### config.mk
export PLATFORM = sky130hd
export DESIGN_NAME = srd_csr
export DESIGN_NICKNAME = d
export VERILOG_FILES = /design/src/rtl/srd_pkg.sv /design/src/rtl/srd_csr.sv
export SDC_FILE = /design/constraint.sdc
export NUM_CORES = 1
export LEC_CHECK = 0
export BUFFER_PORTS_ARGS = -buffer_cell sky130_fd_sc_hd__buf_2
export CAP_MARGIN = 20
export CORE_MARGIN = 3
export CORE_UTILIZATION = 42
export DETAILED_ROUTE_END_ITERATION = 8
export HOLD_SLACK_MARGIN = 0.15
export PLACE_DENSITY_LB_ADDON = 0.12
export REMOVE_ABC_BUFFERS = 1
export SYNTH_ARGS = -nofsm -noshare
export SYNTH_HDL_FRONTEND = slang
export SYNTH_SLANG_ARGS = --single-unit
### constraint.sdc
create_clock -name clock -period 1 [get_ports clock]
set_clock_uncertainty 0.2 [all_clocks]
set_input_delay 0 -clock clock [delete_from_list [all_inputs] [get_ports clock]]
set_output_delay 0 -clock clock [all_outputs]
set_load 0.005 [all_outputs]
### src/rtl/srd_pkg.sv
package srd_pkg;

   localparam int SLOTS_DEFAULT = 48;
   localparam int SLOT_OUT_W    = 6;
   localparam int CSR_AW        = 4;
   localparam int CSR_DW        = 32;

   // register indexes, taken from paddr[3:2]
   localparam logic [1:0] REG_TEMP_THR  = 2'd0;
   localparam logic [1:0] REG_HUM_THR   = 2'd1;
   localparam logic [1:0] REG_BATT_THR  = 2'd2;
   localparam logic [1:0] REG_INTERVAL  = 2'd3;

   localparam logic [13:0] TEMP_THR_RESET = 14'd10;
   localparam logic [6:0]  HUM_THR_RESET  = 7'd1;
   localparam logic [6:0]  BATT_THR_RESET = 7'd1;
   localparam logic [31:0] INTERVAL_RESET = 32'd30000;

   localparam logic CMD_REPORT = 1'b0;
   localparam logic CMD_LOOKUP = 1'b1;

   typedef enum logic [2:0] {
      ST_IDLE,
      ST_SCAN,
      ST_DRAIN,
      ST_DECIDE,
      ST_FINISH
   } state_type;

   typedef struct packed {
      logic               cmd;
      logic [47:0]        device_addr;
      logic [1:0]         addr_kind;
      logic signed [15:0] temperature;
      logic [6:0]         humidity;
      logic signed [7:0]  battery;
      logic [31:0]        now_ms;
   } req_type;

   typedef struct packed {
      logic                  publish;
      logic [SLOT_OUT_W-1:0] slot_used;
      logic                  hit;
      logic [1:0]            stored_kind;
   } rsp_type;

   typedef struct packed {
      logic [47:0] addr;
      logic [1:0]  kind;
      logic [31:0] time_ms;
      logic [15:0] temp;
      logic [6:0]  hum;
      logic [7:0]  batt;
   } entry_type;

   typedef struct packed {
      logic [13:0] temp_thr;
      logic [6:0]  hum_thr;
      logic [6:0]  batt_thr;
      logic [31:0] interval;
   } cfg_type;

endpackage

### src/rtl/srd_csr.sv
module srd_csr (
   input  logic                        clock,
   input  logic                        reset,
   input  logic                        psel,
   input  logic                        penable,
   input  logic                        pwrite,
   input  logic [srd_pkg::CSR_AW-1:0]  paddr,
   input  logic [srd_pkg::CSR_DW-1:0]  pwdata,
   output logic [srd_pkg::CSR_DW-1:0]  prdata,
   output logic                        pready,
   output srd_pkg::cfg_type            cfg
);

   srd_pkg::cfg_type cfg_ff;
   srd_pkg::cfg_type cfg_in;
   logic             wr_en;
   logic [1:0]       reg_idx;

   assign pready  = 1'b1;
   assign wr_en   = psel && penable && pwrite && pready;
   assign reg_idx = paddr[3:2];
   assign cfg     = cfg_ff;

   always_comb begin
      cfg_in = cfg_ff;
      if (wr_en) begin
         case (reg_idx)
            srd_pkg::REG_TEMP_THR: cfg_in.temp_thr = pwdata[13:0];
            srd_pkg::REG_HUM_THR:  cfg_in.hum_thr  = pwdata[6:0];
            srd_pkg::REG_BATT_THR: cfg_in.batt_thr = pwdata[6:0];
            srd_pkg::REG_INTERVAL: cfg_in.interval = pwdata[31:0];
            default:               cfg_in = cfg_ff;
         endcase
      end
   end

   always_comb begin
      case (reg_idx)
         srd_pkg::REG_TEMP_THR: prdata = {18'd0, cfg_ff.temp_thr};
         srd_pkg::REG_HUM_THR:  prdata = {25'd0, cfg_ff.hum_thr};
         srd_pkg::REG_BATT_THR: prdata = {25'd0, cfg_ff.batt_thr};
         srd_pkg::REG_INTERVAL: prdata = cfg_ff.interval;
         default:               prdata = '0;
      endcase
   end

   always_ff @(posedge clock) begin
      if (reset) begin
         cfg_ff.temp_thr <= srd_pkg::TEMP_THR_RESET;
         cfg_ff.hum_thr  <= srd_pkg::HUM_THR_RESET;
         cfg_ff.batt_thr <= srd_pkg::BATT_THR_RESET;
         cfg_ff.interval <= srd_pkg::INTERVAL_RESET;
      end else begin
         cfg_ff <= cfg_in;
      end
   end

endmodule

==> reports/metrics.csv <==
stage,metric,value,unit
worst_setup_path,CP Capture Type,output port,
clock_tree,CTS tree,built,
place,hpwl dp,6.29,mm
worst_setup_path,CP Launch Type,register,
flow_run,maxcap violations,0,
worst_setup_path,CP Buf/Inv Count,1,
drt,post-route ant nets,0,
timing,f_max,670,MHz
drt,First-pass DRT Iterations,4,
drt,vias per inst,5.18,
floorplan,Top Ports,134,
yosys,synthesized flop and latch total,60,
timing,Hold Fails Final Rpt,33,
drt,initial drt markers,127,
yosys,most frequently used flop master after synthesis,dfxtp_1,
run_status,failing checks,"negative hold slack, negative setup slack",
grt,busiest grt layer,met2,
clock_tree,CTS H-Tree Depth,3,
worst_setup_path,worst-path cell chain,"mux4_2, buf_6",
hold_path,Hold Crit Class,input pin to register,
timing,Final Worst Setup Slack,-0.493,ns
yosys,area share of the largest cell type after synthesis,0.423,
worst_setup_path,slowest CP cell,mux4_2,
yosys,synth unique cells,27,
pwr,Pwr Total,5.19,mW
yosys,Syn Area/Cell,9.31,um2
worst_setup_path,WP data required,0.80,ns
worst_setup_path,WS Path Type,register to output port,
grt,largest net degree at the start of global routing,32,
timing,crit path time final,1.49,ns
yosys,proportion of synthesized area in mux cells,0.161,
yosys,commonest cells in the netlist,"60 x dfxtp_1, 30 x a21oi_1, 30 x mux2i_1, 30 x nand3_1, 28 x nand2b_1",
grt,antenna violations before repair,0,
yosys,number of enable flip-flop cells after synthesis,0,
timing,Tcrit/Tclk final,1.49,
finish,final-stage net count,570,
yosys,synthesized area,2840,um2
worst_setup_path,worst-path fanout max,2,
pwr,P_leak,2.43,nW
drt,final WL,9.71,mm
clock_tree,CTS root buffer,clkbuf_8,
yosys,post-synthesis compound-gate area fraction,0.132,
worst_setup_path,Worst path max stage delay,0.51,ns
clock_tree,Clock Latency Late Sink,0.33,ns
grt,grt met1 use,0.308,
yosys,Synth Area in Simple Gates,0.211,
worst_setup_path,crit path DAT,1.29,ns
finish,max FFs per register,60,
floorplan,FP Rows,29,
yosys,"Async S/R FF share, synth",0,
yosys,Post-Synth Adder-Cell Area,0,
finish,Filler cells,428,
pwr,Max VDD drop,0.000532,V
clock_tree,register clock-pin slew on the reported worst setup and hold paths,0.07,ns
grt,global-route met2 utilization,0.403,
yosys,Post-Syn Instances,305,
yosys,Yosys Warn Count,0,
clock_tree,Num CTS Buffers,9,
clock_tree,Clock Path Buffers,2,
floorplan,Initial Util,0.440,
timing,Hold Worst Slack,-0.105,ns
yosys,"count leader, synth",dfxtp_1,
finish,Syn-to-layout area delta,83.2,%
place,Final Wtd Congestion,0.792,
run_status,status,"finished, violations left",
finish,post-route cell area,5200,um2
floorplan,Die Ht,88.2,um
yosys,main combinational cell family by area after synthesis,simple AND/OR/NAND/NOR gates,
yosys,Synth area leaders,"dfxtp_1 42%, mux2i_1 11%, nand2b_1 6.2%",
finish,proportion of layout cells with a drive suffix above 1,0.583,
finish,Ant. Diodes,0,
drt,WL/cell,15.9,um
yosys,Post-Synth XOR/XNOR Area,0,
yosys,leading area contributor after synthesis,dfxtp_1,
floorplan,die area,7780,um2
grt,number of global-route vias before repair,2947,
pwr,PD cells,997,nW/um2
grt,GR Overflow Total,0,
drt,Via Count,3159,
timing,pins over their slew limit,0,
grt,first-pass GRT wire length,14.6,mm
drt,DRC,0,
grt,Total GRT Usage,0.242,
clock_tree,Num Clock Sinks,60,
clock_tree,hold_buf cts,32,
floorplan,DIE WIDTH,88.2,um
timing,unrepaired setup endpoints after global routing,true,
yosys,register area share after synthesis,0.423,
place,placed inst area,3930,um2
timing,final setup fails,68,
worst_setup_path,"CP delay by family, top",multiplexers,
grt,met3 Resource Use GR,0.0503,
place,Port Buf Inserts,130,
floorplan,Placeable Area,6460,um2
stage by stage:
| step | utilization | worst slack (ns) | hold WS, ns | instances | TNS (ns) |
|---|---|---|---|---|---|
| floorplan | - | -0.778 | -0.131 | 272 | -20.14 |
| global placement | 0.608 | -0.201 | 0.0543 | 539 | -11.96 |
| detailed placement | 0.608 | -0.208 | 0.0595 | 539 | -13.56 |
| CTS | 0.758 | -0.458 | -0.120 | 595 | -8.83 |
| global route | 0.805 | -0.519 | -0.0948 | 610 | -11.55 |
| finish | 0.805 | -0.493 | -0.105 | 610 | -8.79 |
worst paths after layout:
kind / startpoint / endpoint / slack [ns] / cells past startpoint
setup reg to reg: cfg[59] / cfg[59] / -0.03 / 4
hold / removal: reset / cfg[11] / -0.10 / 3
hold reg to reg: cfg[22] / cfg[22] / 0.28 / 2
setup / recovery: cfg[0] / prdata[0] / -0.49 / 2
power breakdown:
| group | switching [mW] | total (mW) | internal [mW] | leakage [nW] |
|---|---|---|---|---|
| logic | 0.371 | 0.847 | 0.476 | 1.83 |
| registers | 0.0230 | 2.44 | 2.42 | 0.505 |
| clock network | 0.880 | 1.89 | 1.01 | 0.0893 |
| total | 1.27 | 5.19 | 3.91 | 2.43 |
kinds of logic after synthesis:
logic type / Yosys count
buffers and inverters: 33
AOI/OAI and AO/OA: 67
DFF: 60
and+or+nand+nor: 107
other: 1
muxes: 37
cells in the final DEF, fill, tap and decap left out, types with 2 or more instances in the layout:
master	netlist	final
a22o_1	7	7
buf_2	8	84
nor2_2	1	2
dfxtp_2	0	58
nand2b_1	28	27
buf_6	7	89
o31ai_1	5	5
and3_1	19	18
buf_4	4	33
a21oi_1	30	30
clkinv_2	0	2
mux4_2	7	7
nor2_1	21	17
o21ai_2	0	2
mux2i_1	30	29
nor2_4	1	4
dfxtp_4	0	2
clkbuf_8	0	11
clkbuf_1	13	2
buf_12	0	7
nand3_1	30	30
dlygate4sd3_1	0	32
o21ai_0	24	22
per-layer routing:
metal	vias to the layer above	wire length (um)
met5	-	0
met4	0	206
met3	20	585
met2	120	4730
met1	1483	4180
li1	1536	-
cell type report:
type	instances	area [um2]	area share
clock buffer	13	159	0.0306
timing repair buffer	246	2160	0.415
tap	77	96.3	0.0185
clock inverter	2	10.0	0.00192
sequential	60	1280	0.246
multi-input combinational	212	1500	0.288
tightest hold or removal path: stages:
cell and delay (ns):
buf_2 0.15, buf_12 0.19, a21oi_1 0.05
timing repair:
action,CTS,global route
endpoints found under the hold margin,60,60
buffers inserted,9,20
pin swaps,4,5
gates cloned,0,1
resized for setup,128,47
endpoints found under the setup margin,85,99
Power figures use the tool's default switching activity.
